## config.mk

```make
export PLATFORM = sky130hd
export DESIGN_NAME = rgbc_cal_queue
export DESIGN_NICKNAME = d
export VERILOG_FILES = /design/src/rtl/core/rgbc_cal_pkg.sv /design/src/rtl/core/rgbc_cal_queue.sv
export SDC_FILE = /design/constraint.sdc
export NUM_CORES = 1
export LEC_CHECK = 0
export BUFFER_PORTS_ARGS = -buffer_cell sky130_fd_sc_hd__buf_4
export CAP_MARGIN = 10
export CORE_ASPECT_RATIO = 0.6
export CORE_MARGIN = 2
export CORE_UTILIZATION = 55
export CTS_BUF_LIST = sky130_fd_sc_hd__clkbuf_4 sky130_fd_sc_hd__clkbuf_8
export DETAILED_ROUTE_END_ITERATION = 7
export GPL_TIMING_DRIVEN = 0
export PLACE_DENSITY_LB_ADDON = 0.25
export SLEW_MARGIN = 10
export SYNTH_ARGS = -nofsm -noshare
export SYNTH_HDL_FRONTEND = slang
export SYNTH_SLANG_ARGS = --single-unit
```

## constraint.sdc

```tcl
create_clock -name clk -period 28.1 [get_ports clk]
set_clock_uncertainty 0.15 [all_clocks]
set_input_delay 1.405 -clock clk [delete_from_list [all_inputs] [get_ports clk]]
set_output_delay 1.405 -clock clk [all_outputs]
set_load 0.03 [all_outputs]
```

## src/rtl/core/rgbc_cal_pkg.sv

```systemverilog
// ----------------------------------------------------------------------------
// rgbc calibrator package
// widths, constants and the word types shared by the calibrator modules
// ----------------------------------------------------------------------------
`timescale 1ns / 1ps

package rgbc_cal_pkg;

    // port widths
    localparam int CH_W       = 16;
    localparam int CORR_W     = 18;
    localparam int OUT_W      = 32;
    localparam int CFG_IDX_W  = 2;
    localparam int CFG_DATA_W = 8;

    // internal widths
    localparam int STEPS_W    = 8;
    localparam int TIME_W     = 20;
    localparam int SHIFT_W    = 3;
    localparam int SUM_W      = 19;
    localparam int WSUM_W     = 23;
    localparam int MAG_W      = 22;
    localparam int DVD_W      = 43;
    localparam int DVS_W      = 27;
    localparam int DIV_STAGES = DVD_W;
    localparam int CPL_FRAC   = 16;

    // counts per lux by reciprocal multiplication
    localparam int CPLX_W      = 27;
    localparam int CPLQ_W      = 26;
    localparam int CPL_NUM_W   = CPLX_W + CPL_FRAC;
    localparam int RECIP_W     = 31;
    localparam int RECIP_SHIFT = 32;
    localparam int CPL_PROD_W  = 58;
    localparam int DENOM_W     = 18;

    // arithmetic constants
    localparam logic [TIME_W-1:0] TIME_STEP_UNITS = TIME_W'(281);
    localparam logic [TIME_W-1:0] LONG_WAIT_MULT  = TIME_W'(12);
    localparam logic [DVS_W-1:0]  LUX_DVS_SCALE   = DVS_W'(100);
    localparam logic [DVD_W-1:0]  LUX_DVD_SCALE   = DVD_W'(2185120);
    localparam logic [DENOM_W-1:0] CPL_DENOM      = DENOM_W'(136570);
    // floor(2^48 / 136570), estimate low by at most one
    localparam logic [RECIP_W-1:0] CPL_RECIP      = RECIP_W'(2061030802);
    localparam logic [WSUM_W-1:0] BLUE_WEIGHT     = WSUM_W'(29);
    localparam logic signed [OUT_W-1:0] CCT_BLUE_GAIN = 32'sd4520;
    localparam logic signed [OUT_W-1:0] CCT_OFFSET    = 32'sd1804;

    // register indexes
    typedef enum logic [CFG_IDX_W-1:0] {
        REG_INTEG_STEPS = 2'd0,
        REG_LONG_WAIT   = 2'd1,
        REG_GAIN_INDEX  = 2'd2,
        REG_GAIN_RANGE  = 2'd3
    } cfg_reg_t;

    // word handed from the front end to the back end
    typedef struct packed {
        logic signed [CORR_W-1:0] infrared;
        logic signed [CORR_W-1:0] red_corr;
        logic signed [CORR_W-1:0] green_corr;
        logic signed [CORR_W-1:0] blue_corr;
        logic signed [CORR_W-1:0] clear_corr;
        logic                     red_zero;
        logic                     lux_neg;
        logic [DVD_W-1:0]         lux_dvd;
        logic [DVS_W-1:0]         lux_dvs;
        logic [CPLX_W-1:0]        cpl_x;
        logic [CPLQ_W-1:0]        cpl_est;
        logic [SHIFT_W-1:0]       gain_shift;
        logic signed [OUT_W-1:0]  cct_num;
    } work_t;

    // fields that ride alongside the dividers
    typedef struct packed {
        logic signed [CORR_W-1:0] infrared;
        logic signed [CORR_W-1:0] red_corr;
        logic signed [CORR_W-1:0] green_corr;
        logic signed [CORR_W-1:0] blue_corr;
        logic signed [CORR_W-1:0] clear_corr;
        logic                     red_zero;
        logic                     lux_neg;
        logic                     cct_neg;
        logic [OUT_W-1:0]         cpl;
        logic [SHIFT_W-1:0]       gain_shift;
    } side_t;

endpackage

```

## src/rtl/core/rgbc_cal_queue.sv

```systemverilog
// ----------------------------------------------------------------------------
// rgbc calibrator queue
// two-word fifo between the front end and the back end
// ----------------------------------------------------------------------------
`timescale 1ns / 1ps

module rgbc_cal_queue (
    input  logic                clk,
    input  logic                rst_n,
    input  logic                push_valid,
    output logic                push_ready,
    input  rgbc_cal_pkg::work_t push_word,
    output logic                pop_valid,
    input  logic                pop,
    output rgbc_cal_pkg::work_t pop_word
);
    import rgbc_cal_pkg::*;

    work_t      mem_reg [2];
    logic       wr_ptr_reg;
    logic       rd_ptr_reg;
    logic [1:0] count_reg;
    logic       do_push;
    logic       do_pop;

    assign push_ready = (count_reg != 2'd2);
    assign pop_valid  = (count_reg != 2'd0);
    assign pop_word   = mem_reg[rd_ptr_reg];
    assign do_push    = push_valid && push_ready;
    assign do_pop     = pop && pop_valid;

    // pointers and fill count
    always_ff @(posedge clk or negedge rst_n)
    begin
        if (!rst_n)
        begin
            wr_ptr_reg <= 1'b0;
            rd_ptr_reg <= 1'b0;
            count_reg  <= 2'd0;
        end
        else
        begin
            if (do_push)
            begin
                wr_ptr_reg <= !wr_ptr_reg;
            end
            if (do_pop)
            begin
                rd_ptr_reg <= !rd_ptr_reg;
            end
            if (do_push && !do_pop)
            begin
                count_reg <= count_reg + 2'd1;
            end
            else if (do_pop && !do_push)
            begin
                count_reg <= count_reg - 2'd1;
            end
        end
    end

    // storage
    always_ff @(posedge clk)
    begin
        if (do_push)
        begin
            mem_reg[wr_ptr_reg] <= push_word;
        end
    end

endmodule

```

======== Word level (Yosys, flattened, before mapping) ========
Memory sizes are Yosys's and may differ from the RTL's.
Cells that the tools add are included.
Widths: inputs -> output; s select.
cells by class
  reductions and logical operators ........ 10
  equality and inequality tests ........... 1
  muxes and demuxes ....................... 4
  add/subtract/negate cells ............... 2
operators with widths
  kind                 count
  $logic_and 1x1->1    4
  $logic_not 1->1      4
  $mux 2               2
  $reduce_bool 2->1    2
  $add 2x1->2 const B  1
  $mux 1               2
  $ne 2x2->1 const B   1
  $sub 2x1->2 const B  1
storage, ports and cells
  word-level logic and storage cells ...... 21
  flip-flop bits (word level) ............. 4
  memory bits (writable) .................. 500
  input port bits ......................... 254
  output and inout port bits .............. 252
  memories kept ........................... 1
memory list
  name     words  width  read ports  clocked after Yosys merged registers in  write ports  RTL line              text
  mem_reg  2      250    1           0                                        1            rgbc_cal_queue.sv:19  work_t mem_reg [2];

======== Depth between registers and ports, before layout ========
  word-level depth ........................ 6
  gate-level depth with buffers ........... 7
  mapped depth without buffers ............ 7

======== Worst setup path after synthesis ========
No wires, ideal clock.
  path kind ............................... input-to-reg
  from .................................... input push_valid
  to ...................................... memory mem_reg[0][0] (netlist bit), enable pin
  library setup time ...................... 866 ps
  stages .................................. 2
  required time ........................... 27084 ps
  slack ................................... 15223 ps
  buffers on the path ..................... 0
  arrival time ............................ 11861 ps
  cell sequence ........................... nand2_1 > nor2_1
on the way
  word-level cells in the longest chain between the ends .. 3
RTL lines
  item                          RTL line              text
  from (decl)                   rgbc_cal_queue.sv:10  input logic push_valid,
  $logic_and 1x1->1             rgbc_cal_queue.sv:29  assign do_push = push_valid && push_ready;
  $mux 1                        rgbc_cal_queue.sv:65  if (do_push)
  $mux 1 (not written as such)  rgbc_cal_queue.sv:67  mem_reg[wr_ptr_reg] <= push_word;
  to (decl)                     rgbc_cal_queue.sv:19
Every way passes these cells.

==> run metrics <==
final worst path period share 0.1262; WP data required about 27 ns; cells after synthesis 796; clk buf depth 3; synth top area cells edfxtp_1 79%, mux2_4 15%, mux2_2 3.6%; Crit. End Element output port; number of global-route vias before repair slightly above 10,000; initial core utilization 0.5609; GRT Overall Usage 0.2297; Routed Antenna Nets 0; WL/cell about 22 um; Pint ~0.0018 W; PortBufs 505; global-route wire length before repair 60.84 mm; CP Class register to output port; grt ovf 0; Top Ports just over 500; number of DRC markers in iteration 0 ~550; ys async rst share 0.007937; Fmax achieved approximately 0.28 GHz; LEAKAGE roughly 10 nW; worst skew pair latency 0.59 ns; CTS H-tree depth 3; core area ~34,000 sq um; Synth top area share 0.7896; CTS tree yes; Main synth FF type edfxtp_1; Worst IR Drop VDD ~70 uV; Slew @ Worst Pin 0.6748 ns; Crit-path slowest cell dfrtp_1; CP startpoint kind register; clock slew at reported path FFs about 0.060 ns; clock power share 0.190; max incr delay on CP 0.34 ns; Hold Fails Final Rpt 0; PnR worst setup slack between 20 and 25 ns; crit-path cells buf_6, buf_6, buf_6, mux2_4, buf_4; Slew Viols, Final 0; clk root buf clkbuf_8; Hold WC Path Type register to register; nets between 1,500 and 2,000; # rows 52; Total Power 0.002838 W; max reg flops 500; YS warnings 0; Final min period around 3.5 ns; cell area power density 113.5 nW/um^2; Die Span Y ~150 um; Die Wd 244.0 um; area leader, netlist edfxtp_1; post-route setup TNS 0 ns; sequential share of the synthesized area 0.7949; most frequent cells in the layout 505 x buf_4, 500 x edfxtp_1, 190 x mux2_4; drt pass-1 iters 5; Mapped Area around 19,000 sq um; CP Data Arrival Time a little under 2 ns; total CTS buffers approximately 70; detailed-route via count about 9,600; number of synthesized register bits between 500 and 600; synthesized net count roughly 1,100; largest net degree at the start of global routing 60; crit path max fanout 10; post-CTS setup buffers 0; final setup fails 0; share of cells above drive strength 1 0.6313; drt drc 0; post-cts sizing count 0; CTS Sinks 504; sw frac 0.3520; crit-path most repeated cell buf_6; post-detailed-routing wire length 42.36 mm; syn_area_per_cell between 20 and 25 sq um; RD Place Congestion approximately 0.80; count of different cell masters after synthesis 15; Flop pwr share 0.375; Via density slightly above 5; Max-Cap Viols 0; die area around 36,000 sq um; RSZ-0062 raised after global routing false; commonest non-fill, non-tap cell in the layout buf_4; Area Overhead vs Synth 31.52%; Post-CTS Hold Buffers 0; Post-DP HPWL around 31 mm; max_slew headroom 0.5502; DP Worst Slack 24.21 ns; Gate power share 0.435; number of flops mapped to enable cells by yosys 500; initial antenna violation count 2; status finished clean; net switching power between 0.0009 and 0.001 W
[worst max-delay path, delay by kind of cell (launching register included)]
family	cells	cell delay (ns)
flip-flops	1	0.34
buffers and inverters	4	0.72
multiplexers	1	0.33
[kinds of logic after synthesis]
| group | after synthesis | share of synthesized area |
|---|---|---|
| buffers and inverters | 29 | 0.01481 |
| adders and majority gates | 1 | 0.0006579 |
| and+or+nand+nor | 7 | 0.001778 |
| DFF | 504 | 0.7949 |
| xor gates and xnor gates | 5 | 0.002304 |
| muxes | 250 | 0.1856 |
[synth_stat cells (2+ instances only)]
cell / n
nor2_1: 2
buf_6: 22
nand2_1: 2
dfrtp_1: 4
buf_2: 6
mux2_4: 190
xnor2_1: 3
xor2_1: 2
mux2_2: 60
edfxtp_1: 500
[stage by stage]
stage | cells | hold slack (ns) | utilization | area, sq um
after floorplan | 796 | 0.3059 | - | 19010
after global placement | 1760 | 0.3243 | 0.6897 | 23380
after detailed placement | 1773 | 0.3450 | 0.6987 | 23680
after CTS | 1891 | 0.3600 | 0.7377 | 25010
after global routing | 1891 | 0.3849 | 0.7377 | 25010
final | 1892 | 0.3564 | 0.7377 | 25010
[layer usage]
layer | GRT usage | wire, um
met2 | 0.4028 | 22260
met1 | 0.2694 | 15710
met4 | 0.05945 | 739
met3 | 0.08442 | 3632
met5 | 0 | 17
[power groups by stage]
stage                     clock (W)  combinational [W]  sequential (W)
after floorplan                   0           0.000814         0.00114
after global placement            0            0.00120         0.00118
after detailed placement          0            0.00124         0.00108
after CTS                  0.000554            0.00125         0.00107
after global routing       0.000584            0.00128         0.00108
final                      0.000538            0.00124         0.00107
[path summary, 6_finish.rpt]
kind | to | slack (ns) | startpoint | cells after the start
min reg2reg | count_reg[1] | 0.36 | count_reg[1] | 1
min in group asynchronous | count_reg[0] | 0.45 | rst_n | 1
max in group asynchronous | count_reg[1] | 27.24 | rst_n | 1
max | pop_word[131] | 24.55 | rd_ptr_reg | 5
max reg2reg | mem_reg[0][68] | 25.14 | count_reg[0] | 8
min | count_reg[1] | 0.36 | count_reg[1] | 1
[layout make-up]
cell class              count  area (sq um)
clock inverters            20         117.6
flip-flops and latches    504         15110
clock buffers              98          1205
well taps                 459         574.3
repair buffers            518          4081
fillers                  2000          8890
inverters                   1         3.754
multi-input cells         263          3631
plain buffers              28         277.8
diodes                      1         2.502
No activity file was read; power rests on OpenSTA's default activity.
