===== config.mk =====
export PLATFORM = sky130hd
export DESIGN_NAME = rgbc_cal_front
export DESIGN_NICKNAME = d
export VERILOG_FILES = /design/src/rtl/core/rgbc_cal_pkg.sv /design/src/rtl/core/rgbc_cal_front.sv
export SDC_FILE = /design/constraint.sdc
export NUM_CORES = 2
export LEC_CHECK = 0
export BUFFER_PORTS_ARGS = -buffer_cell sky130_fd_sc_hd__buf_2
export CORE_ASPECT_RATIO = 0.7
export CORE_MARGIN = 4
export CORE_UTILIZATION = 65
export CTS_BUF_LIST = sky130_fd_sc_hd__clkbuf_4
export CTS_CLUSTER_SIZE = 24
export DETAILED_ROUTE_END_ITERATION = 10
export HOLD_SLACK_MARGIN = 0.06
export PLACE_DENSITY = 0.82
export SLEW_MARGIN = 20
export SYNTH_ARGS = -nofsm -noshare
export SYNTH_HDL_FRONTEND = slang
export SYNTH_SLANG_ARGS = --single-unit

===== constraint.sdc =====
create_clock -name clk -period 20.1 [get_ports clk]
set_input_delay 4.02 -clock clk [delete_from_list [all_inputs] [get_ports clk]]
set_output_delay 4.02 -clock clk [all_outputs]
set_load 0.02 [all_outputs]

===== src/rtl/core/rgbc_cal_pkg.sv =====
// ----------------------------------------------------------------------------
// rgbc calibrator package
// widths, constants and the word types shared by the calibrator modules
// ----------------------------------------------------------------------------
`timescale 1ns / 1ps

package rgbc_cal_pkg;

    // port widths
    localparam int CH_W       = 16;
    localparam int CORR_W     = 18;
    localparam int OUT_W      = 32;
    localparam int CFG_IDX_W  = 2;
    localparam int CFG_DATA_W = 8;

    // internal widths
    localparam int STEPS_W    = 8;
    localparam int TIME_W     = 20;
    localparam int SHIFT_W    = 3;
    localparam int SUM_W      = 19;
    localparam int WSUM_W     = 23;
    localparam int MAG_W      = 22;
    localparam int DVD_W      = 43;
    localparam int DVS_W      = 27;
    localparam int DIV_STAGES = DVD_W;
    localparam int CPL_FRAC   = 16;

    // counts per lux by reciprocal multiplication
    localparam int CPLX_W      = 27;
    localparam int CPLQ_W      = 26;
    localparam int CPL_NUM_W   = CPLX_W + CPL_FRAC;
    localparam int RECIP_W     = 31;
    localparam int RECIP_SHIFT = 32;
    localparam int CPL_PROD_W  = 58;
    localparam int DENOM_W     = 18;

    // arithmetic constants
    localparam logic [TIME_W-1:0] TIME_STEP_UNITS = TIME_W'(281);
    localparam logic [TIME_W-1:0] LONG_WAIT_MULT  = TIME_W'(12);
    localparam logic [DVS_W-1:0]  LUX_DVS_SCALE   = DVS_W'(100);
    localparam logic [DVD_W-1:0]  LUX_DVD_SCALE   = DVD_W'(2185120);
    localparam logic [DENOM_W-1:0] CPL_DENOM      = DENOM_W'(136570);
    // floor(2^48 / 136570), estimate low by at most one
    localparam logic [RECIP_W-1:0] CPL_RECIP      = RECIP_W'(2061030802);
    localparam logic [WSUM_W-1:0] BLUE_WEIGHT     = WSUM_W'(29);
    localparam logic signed [OUT_W-1:0] CCT_BLUE_GAIN = 32'sd4520;
    localparam logic signed [OUT_W-1:0] CCT_OFFSET    = 32'sd1804;

    // register indexes
    typedef enum logic [CFG_IDX_W-1:0] {
        REG_INTEG_STEPS = 2'd0,
        REG_LONG_WAIT   = 2'd1,
        REG_GAIN_INDEX  = 2'd2,
        REG_GAIN_RANGE  = 2'd3
    } cfg_reg_t;

    // word handed from the front end to the back end
    typedef struct packed {
        logic signed [CORR_W-1:0] infrared;
        logic signed [CORR_W-1:0] red_corr;
        logic signed [CORR_W-1:0] green_corr;
        logic signed [CORR_W-1:0] blue_corr;
        logic signed [CORR_W-1:0] clear_corr;
        logic                     red_zero;
        logic                     lux_neg;
        logic [DVD_W-1:0]         lux_dvd;
        logic [DVS_W-1:0]         lux_dvs;
        logic [CPLX_W-1:0]        cpl_x;
        logic [CPLQ_W-1:0]        cpl_est;
        logic [SHIFT_W-1:0]       gain_shift;
        logic signed [OUT_W-1:0]  cct_num;
    } work_t;

    // fields that ride alongside the dividers
    typedef struct packed {
        logic signed [CORR_W-1:0] infrared;
        logic signed [CORR_W-1:0] red_corr;
        logic signed [CORR_W-1:0] green_corr;
        logic signed [CORR_W-1:0] blue_corr;
        logic signed [CORR_W-1:0] clear_corr;
        logic                     red_zero;
        logic                     lux_neg;
        logic                     cct_neg;
        logic [OUT_W-1:0]         cpl;
        logic [SHIFT_W-1:0]       gain_shift;
    } side_t;

endpackage


===== src/rtl/core/rgbc_cal_front.sv =====
// ----------------------------------------------------------------------------
// rgbc calibrator front end
// holds the settings, takes raw words and prepares the divider operands
// ----------------------------------------------------------------------------
`timescale 1ns / 1ps

module rgbc_cal_front (
    input  logic                                 clk,
    input  logic                                 rst_n,
    input  logic                                 cfg_valid,
    output logic                                 cfg_ready,
    input  logic [rgbc_cal_pkg::CFG_IDX_W-1:0]   cfg_index,
    input  logic [rgbc_cal_pkg::CFG_DATA_W-1:0]  cfg_data,
    input  logic                                 in_valid,
    output logic                                 in_ready,
    input  logic [rgbc_cal_pkg::CH_W-1:0]        raw_clear,
    input  logic [rgbc_cal_pkg::CH_W-1:0]        raw_red,
    input  logic [rgbc_cal_pkg::CH_W-1:0]        raw_green,
    input  logic [rgbc_cal_pkg::CH_W-1:0]        raw_blue,
    output logic                                 work_valid,
    input  logic                                 work_ready,
    output rgbc_cal_pkg::work_t                  work
);
    import rgbc_cal_pkg::*;

    // settings
    logic [STEPS_W-1:0] steps_reg;
    logic               long_wait_reg;
    logic [1:0]         gain_idx_reg;
    logic               full_range_reg;

    // derived timing, registered from the settings in the cycle after they change
    logic [TIME_W-1:0]  time_reg;
    logic [TIME_W-1:0]  time_next;
    logic [TIME_W-1:0]  time_base;
    logic [SHIFT_W-1:0] gain_shift_reg;
    logic [SHIFT_W-1:0] gain_shift_next;

    // stage one
    logic                     s1_valid_reg;
    logic signed [CORR_W-1:0] s1_ir_reg;
    logic signed [CORR_W-1:0] s1_rc_reg;
    logic signed [CORR_W-1:0] s1_gc_reg;
    logic signed [CORR_W-1:0] s1_bc_reg;
    logic signed [CORR_W-1:0] s1_cc_reg;
    logic                     s1_rz_reg;
    logic                     s1_neg_reg;
    logic [MAG_W-1:0]         s1_mag_reg;

    // stage two
    logic  s2_valid_reg;
    work_t s2_reg;
    work_t s2_next;

    logic signed [SUM_W-1:0]  sum_w;
    logic signed [SUM_W-1:0]  sum_adj;
    logic signed [CORR_W-1:0] ir_w;
    logic [WSUM_W-1:0]        wsum_w;
    logic                     front_adv;
    logic [CPLX_W-1:0]        cpl_x_w;
    logic [CPL_PROD_W-1:0]    cpl_prod_w;

    assign cfg_ready = 1'b1;

    // register writes
    always_ff @(posedge clk or negedge rst_n)
    begin
        if (!rst_n)
        begin
            steps_reg      <= '0;
            long_wait_reg  <= 1'b0;
            gain_idx_reg   <= '0;
            full_range_reg <= 1'b1;
            time_reg       <= TIME_STEP_UNITS;
            gain_shift_reg <= SHIFT_W'(1);
        end
        else
        begin
            time_reg       <= time_next;
            gain_shift_reg <= gain_shift_next;
            if (cfg_valid && cfg_ready)
            begin
                case (cfg_reg_t'(cfg_index))
                    REG_INTEG_STEPS: steps_reg      <= cfg_data[STEPS_W-1:0];
                    REG_LONG_WAIT:   long_wait_reg  <= cfg_data[0];
                    REG_GAIN_INDEX:  gain_idx_reg   <= cfg_data[1:0];
                    REG_GAIN_RANGE:  full_range_reg <= cfg_data[0];
                    default: ;
                endcase
            end
        end
    end

    // integration time in units of 0.01 ms, and log2 of twice the gain
    always_comb
    begin
        time_base       = (TIME_W'(steps_reg) + TIME_W'(1)) * TIME_STEP_UNITS;
        time_next       = long_wait_reg ? time_base * LONG_WAIT_MULT : time_base;
        gain_shift_next = {gain_idx_reg, full_range_reg};
    end

    // infrared estimate, truncated toward zero, and the lux weighting
    always_comb
    begin
        sum_w   = $signed(SUM_W'(raw_red) + SUM_W'(raw_green) + SUM_W'(raw_blue)
                          - SUM_W'(raw_clear));
        sum_adj = sum_w + $signed(SUM_W'(sum_w[SUM_W-1]));
        ir_w    = sum_adj[SUM_W-1:1];
        wsum_w  = (WSUM_W'(raw_clear) << 4) - (WSUM_W'(raw_red) << 2)
                + (WSUM_W'(raw_green) << 4) - WSUM_W'(raw_blue) * BLUE_WEIGHT;
    end

    assign front_adv = !s2_valid_reg || work_ready;
    assign in_ready  = front_adv;

    // divider operands and the counts per lux estimate
    always_comb
    begin
        cpl_x_w            = CPLX_W'(time_reg) << gain_shift_reg;
        cpl_prod_w         = CPL_PROD_W'(cpl_x_w) * CPL_PROD_W'(CPL_RECIP);
        s2_next.infrared   = s1_ir_reg;
        s2_next.red_corr   = s1_rc_reg;
        s2_next.green_corr = s1_gc_reg;
        s2_next.blue_corr  = s1_bc_reg;
        s2_next.clear_corr = s1_cc_reg;
        s2_next.red_zero   = s1_rz_reg;
        s2_next.lux_neg    = s1_neg_reg;
        s2_next.lux_dvd    = DVD_W'(s1_mag_reg) * LUX_DVD_SCALE;
        s2_next.lux_dvs    = DVS_W'(time_reg) * LUX_DVS_SCALE;
        s2_next.cpl_x      = cpl_x_w;
        s2_next.cpl_est    = cpl_prod_w[RECIP_SHIFT +: CPLQ_W];
        s2_next.gain_shift = gain_shift_reg;
        s2_next.cct_num    = OUT_W'(s1_bc_reg) * CCT_BLUE_GAIN
                           + OUT_W'(s1_rc_reg) * CCT_OFFSET;
    end

    // stage valid bits
    always_ff @(posedge clk or negedge rst_n)
    begin
        if (!rst_n)
        begin
            s1_valid_reg <= 1'b0;
            s2_valid_reg <= 1'b0;
        end
        else if (front_adv)
        begin
            s1_valid_reg <= in_valid;
            s2_valid_reg <= s1_valid_reg;
        end
    end

    // stage payloads
    always_ff @(posedge clk)
    begin
        if (front_adv)
        begin
            s1_ir_reg  <= ir_w;
            s1_rc_reg  <= $signed(CORR_W'(raw_red)) - ir_w;
            s1_gc_reg  <= $signed(CORR_W'(raw_green)) - ir_w;
            s1_bc_reg  <= $signed(CORR_W'(raw_blue)) - ir_w;
            s1_cc_reg  <= $signed(CORR_W'(raw_clear)) - ir_w;
            s1_rz_reg  <= ($signed(CORR_W'(raw_red)) == ir_w);
            s1_neg_reg <= wsum_w[WSUM_W-1];
            s1_mag_reg <= wsum_w[WSUM_W-1] ? MAG_W'(-wsum_w) : MAG_W'(wsum_w);
            s2_reg     <= s2_next;
        end
    end

    assign work_valid = s2_valid_reg;
    assign work       = s2_reg;

endmodule


# == Word-level counts from Yosys, hierarchy flattened ==
# Cells that the tools add are included.
# classes
n_mul,8
n_eq_ne,4
n_addsub,14
shifts,1
n_reduce_logical,7
mux,2
# op_table
op,count
subtractor 17 x 18 -> 18 bit,4
multiplier 27 x 30 -> 57 bit (second input constant),1
multiplier 22 x 17 -> 38 bit (second input constant),1
adder 32 x 30 -> 32 bit,1
multiplier 18 x 11 -> 29 bit (second input constant),1
multiplier 18 x 10 -> 28 bit (second input constant),1
<< shifter 20 x 3 -> 27 bit,1
multiplier 20 x 5 -> 25 bit (second input constant),1
subtractor 22 x 22 -> 23 bit,1
adder 21 x 21 -> 22 bit,1
two-way mux 22 bit,1
negator 22 bit,1
multiplier 16 x 5 -> 21 bit (second input constant),1
subtractor 20 x 18 -> 21 bit,1
two-way mux 20 bit,1
adder 19 x 2 -> 19 bit,1
subtractor 18 x 16 -> 19 bit,1
adder 17 x 16 -> 18 bit,1
== test 17 x 18 -> 1 bit,1
multiplier 18 x 2 -> 18 bit (second input constant),1
multiplier 9 x 9 -> 18 bit (second input constant),1
adder 16 x 16 -> 17 bit,1
adder 8 x 1 -> 9 bit (second input constant),1
AND reduction 2 bit,4
other kinds (5),6
# totals
word_cells,65
register_bits,394
output_inout_bits,253
input_bits,79

# == Depth between registers and ports, before layout ==
# depth
ltp_word,5
mapped_depth,33
depth_no_buf,32

# == Worst setup path before layout ==
# Ideal clock, no wire load.
# synth_timing
kind,in2out
startpoint,input port work_ready
endpoint,output port in_ready
n_path_buf,0
stages,1
t_arrival_ns,12.651
slack_ns,3.429
path_cell_list,nand2b_1
# synth_between
elab_chain_cells,1
# synth_rtl
item,line,rtl
start: declaration,rgbc_cal_front.sv:21,"input logic work_ready,"
logical OR 1 bit,rgbc_cal_front.sv:113,assign front_adv = !s2_valid_reg || work_ready;
end: declaration,rgbc_cal_front.sv:15,"output logic in_ready,"
# No other way between the ends.

# == Final worst setup path ==
# layout_timing
startpoint,register gain_shift_reg[0]
endpoint,"register s2_reg (netlist bit work[60]), data pin"
# layout_between
elab_chain_cells,2
# layout_rtl
item,line,rtl
start: declaration,rgbc_cal_front.sv:36,logic [SHIFT_W-1:0] gain_shift_reg;
start signal: assignment,rgbc_cal_front.sv:80,gain_shift_reg <= gain_shift_next;
<< shifter 20 x 3 -> 27 bit,rgbc_cal_front.sv:119,cpl_x_w = CPLX_W'(time_reg) << gain_shift_reg;
via cpl_x_w[13],rgbc_cal_front.sv:60,logic [CPLX_W-1:0] cpl_x_w;
multiplier 27 x 30 -> 57 bit,rgbc_cal_front.sv:120,cpl_prod_w = CPL_PROD_W'(cpl_x_w) * CPL_PROD_W'(CPL_RECIP);
via cpl_prod_w[57],rgbc_cal_front.sv:61,logic [CPL_PROD_W-1:0] cpl_prod_w;
end signal: assignment,rgbc_cal_front.sv:165,s2_reg <= s2_next;
end: declaration,rgbc_cal_front.sv:52,work_t s2_reg;
# The timed path passes the listed nets, and every way through them passes these cells.
# A chain may end at the register's enable or synchronous reset.

==> impl_metrics.env <==
export IMPL_tritoncts="built"
export IMPL_final_net_count=7098
export IMPL_worst_setup_hold_path_clk_slew_ns=0.08
export IMPL_drt_wirelength_per_cell_um=19.9
export IMPL_die_y_um=247
export IMPL_worst_r2r_path_depth=26
export IMPL_critPathCapture="work[60]"
export IMPL_cts_setup_buffers=0
export IMPL_yosys_warnings=0
export IMPL_setup_viol=0
export IMPL_drt_wl_total_um=131000
export IMPL_first_global_vias=38300
export IMPL_ys_ff_latch=391
export IMPL_worstReg2RegEnd="work[60]"
export IMPL_crit_path_start_kind="flip-flop"
export IMPL_initial_antenna_violation_count=19
export IMPL_layout_cells_non_filler=6615
export IMPL_syn_instance_count=5040
export IMPL_area_growth_syn_to_layout_pct=8.13
export IMPL_fin_crit_ns=10.36
export IMPL_start_util_pct=65.7
export IMPL_largest_register_ffs=240
export IMPL_vias=37300
export IMPL_cts_hold_buf=0
export IMPL_clock_sink_count=391
export IMPL_final_hold_viol_count=0
export IMPL_synth_area_mm2=0.0530
export IMPL_numPortBuffers=321
export IMPL_rd_place_congestion=1.04
export IMPL_dr_pass1_iters=7
export IMPL_area_of_placed_instances_mm2=0.0559
export IMPL_grt_use_total_pct=31.4
export IMPL_clockBufferDepth=3
export IMPL_pin_count=332
export IMPL_dieArea_mm2=0.0862
export IMPL_drc=0
export IMPL_post_drt_via_cell_ratio=5.63
export IMPL_r2r_start="gain_shift_reg[0]"
export IMPL_worst_slew_margin_rel_pct=27.5
export IMPL_timing_clock_skew_ns=0.0893
export IMPL_least_margin_pin_slew_ns=1.08
export IMPL_drt_iter0_markers=2659
export IMPL_worst_endpoint_required_ns=20.84
export IMPL_run_status="finished, final reports clean"
export IMPL_finalMaxSlewViolations=0
export IMPL_grt_overflow_total=0
export IMPL_grt_first_pass_wirelength_um=209000
export IMPL_core_area_mm2=0.0807
export IMPL_cts_resized_gates=0
export IMPL_cts_root_buffer="clkbuf_4"
export IMPL_ant_nets=0
export IMPL_tritoncts_num_buffers=100
export IMPL_worstPathArrival_ns=11.10
export IMPL_final_layout_size_suffix_gt1_share_pct=10.6
export IMPL_clkLatencyLatePin_ns=1.04
export IMPL_die_x_um=349
export IMPL_timing_critical_path_from="gain_shift_reg[0]"
export IMPL_max_cap_violations=0
export IMPL_setup_tns_ns=0
export IMPL_h_tree_depth_reported_by_cts=3
export IMPL_crit_path_max_fanout=33
export IMPL_synth_enable_flop_cells=354
export IMPL_number_of_core_rows=87
export IMPL_crit_path_end_kind="flip-flop"
export IMPL_synth_seq_area_share_pct=21.8
export IMPL_final_design_area_no_fill_mm2=0.0573
export IMPL_max_freq_mhz=96.5
export IMPL_setup_repair_after_global_routing_missed_its_margin="no"
export IMPL_critical_path_class="reg -> reg"
export IMPL_regToRegSetupSlack_ns=9.74
export IMPL_postSynth_asyncResetShare_pct=9.46
export IMPL_ys_types=87
export IMPL_dp_cells=6410
export IMPL_detailed_place_hpwl_um=111000
export IMPL_layout_worst_path_cycle_share_pct=51.5
export IMPL_grt_max_degree=108
export IMPL_post_synth_cell_area_avg_um2=10.5
export IMPL_yosys_most_used_dff="edfxtp_1"
export IMPL_min_delay_path_class="reg -> reg"
cells in the final DEF, fill, tap and decap left out, types with 9 or more instances in the layout:
master	count
xnor2_1	224
nor4_1	11
fa_1	657
nand2b_1	40
or3_1	12
and3_1	29
conb_1	10
nand3_1	61
edfxtp_1	354
mux2i_1	17
nor3_1	47
a21oi_1	219
nand3b_1	9
o21bai_1	46
nand4_1	29
o211ai_1	19
a21o_1	126
clkinv_1	19
a31oi_1	27
buf_2	321
clkbuf_4	143
o21a_1	51
o31ai_1	10
and2_1	21
mux2_2	33
o21ai_0	109
dfrtp_1	31
a211oi_1	23
nand2_1	153
buf_4	14
diode_2	22
nor2b_1	32
ha_1	918
a21boi_0	11
xor2_1	124
or2_2	14
clkinv_2	13
inv_1	1221
nor2_1	161
a211o_1	11
routing by layer:
layer / share of wire, % / routed length, µm / GRT usage, % / up-vias
met5: 0.037 / 49 / 0 / -
met4: 2.5 / 3250 / 8.29 / 8
met1: 46 / 59800 / 46.1 / 18100
met3: 10 / 13600 / 9.21 / 209
met2: 42 / 54600 / 45.8 / 1432
li1: - / - / - / 17500
how the worst min path moves through the flow:
stage / start / end / slack, ns / cells after the start
after global routing: full_range_reg / gain_shift_reg[0] / 0.32 / 0
after CTS: full_range_reg / gain_shift_reg[0] / 0.31 / 0
after detailed placement: full_range_reg / gain_shift_reg[0] / 0.36 / 0
final: full_range_reg / gain_shift_reg[0] / 0.33 / 0
after floorplan: gain_idx_reg[0] / gain_shift_reg[1] / 0.35 / 0
after global placement: full_range_reg / gain_shift_reg[0] / 0.36 / 0
area by class of cell:
| cell class | count | area [µm²] |
|---|---|---|
| multi-input combinational | 3392 | 36700 |
| fill | 5833 | 23400 |
| sequential | 391 | 11600 |
| inverter | 1223 | 4590 |
| timing repair buffer | 336 | 1730 |
| tap | 1068 | 1340 |
| clock buffer | 143 | 1070 |
| clock inverter | 40 | 277 |
| antenna | 22 | 55.1 |
stage by stage:
stage	util, %	setup WS, ns	hold slack (ns)
global route	71.0	9.38	0.321
global placement	69.3	9.22	0.356
CTS	71.0	9.90	0.311
floorplan	-	3.43	0.349
finish	71.0	9.74	0.333
detailed placement	69.3	9.09	0.362
synthesized netlist by cell type, drive strengths merged, types with 31 or more instances:
master / number / share of area (%)
mux2: 33 / 0.70
edfxtp: 354 / 20
fa: 657 / 25
nand2b: 41 / 0.48
xor2: 126 / 2.1
o21bai: 46 / 0.65
nor2: 161 / 1.1
ha: 918 / 22
a21oi: 221 / 2.1
nand3: 61 / 0.58
nor3: 48 / 0.46
xnor2: 224 / 3.7
nand2: 153 / 1.1
o21ai: 116 / 1.1
o21a: 51 / 0.72
dfrtp: 31 / 1.5
nor2b: 32 / 0.38
inv: 1222 / 8.7
a21o: 126 / 1.8
critical path: stages, from the launching register on:
cell and delay [ns]:
dfstp_2 1.01, mux4_2 0.62, a21boi_0 0.87, inv_1 0.60, ha_1 0.56, inv_1 0.18
fa_1 0.44, fa_1 0.41, fa_1 0.55, inv_1 0.06, fa_1 0.54, inv_1 0.05
fa_1 0.45, fa_1 0.49, inv_1 0.04, ha_1 0.33, a21o_1 0.19, a21o_1 0.17
a21oi_1 0.16, nand2_1 0.12, a221oi_1 0.58, nand3_1 0.54, o21bai_1 0.40, a311oi_1 0.21
a21o_1 0.24, a21oi_1 0.19, xnor2_1 0.08
logic make-up (layout without fill, tap and decap cells):
family | count (synthesis) | count (layout) | synth area share [%]
AOI/OAI and AO/OA | 751 | 751 | 9.38
adders and majority gates | 1575 | 1575 | 46.5
xor gates and xnor gates | 352 | 352 | 5.90
muxes | 55 | 55 | 1.24
and+or+nand+nor | 649 | 649 | 6.08
other | 2 | 32 | 0.0142
buffers and inverters | 1265 | 1742 | 9.06
DFF | 391 | 391 | 21.8
Power is left out: the tool's default activity adds up to more than one toggle a clock period on the data nets, which glitch-free logic cannot reach.
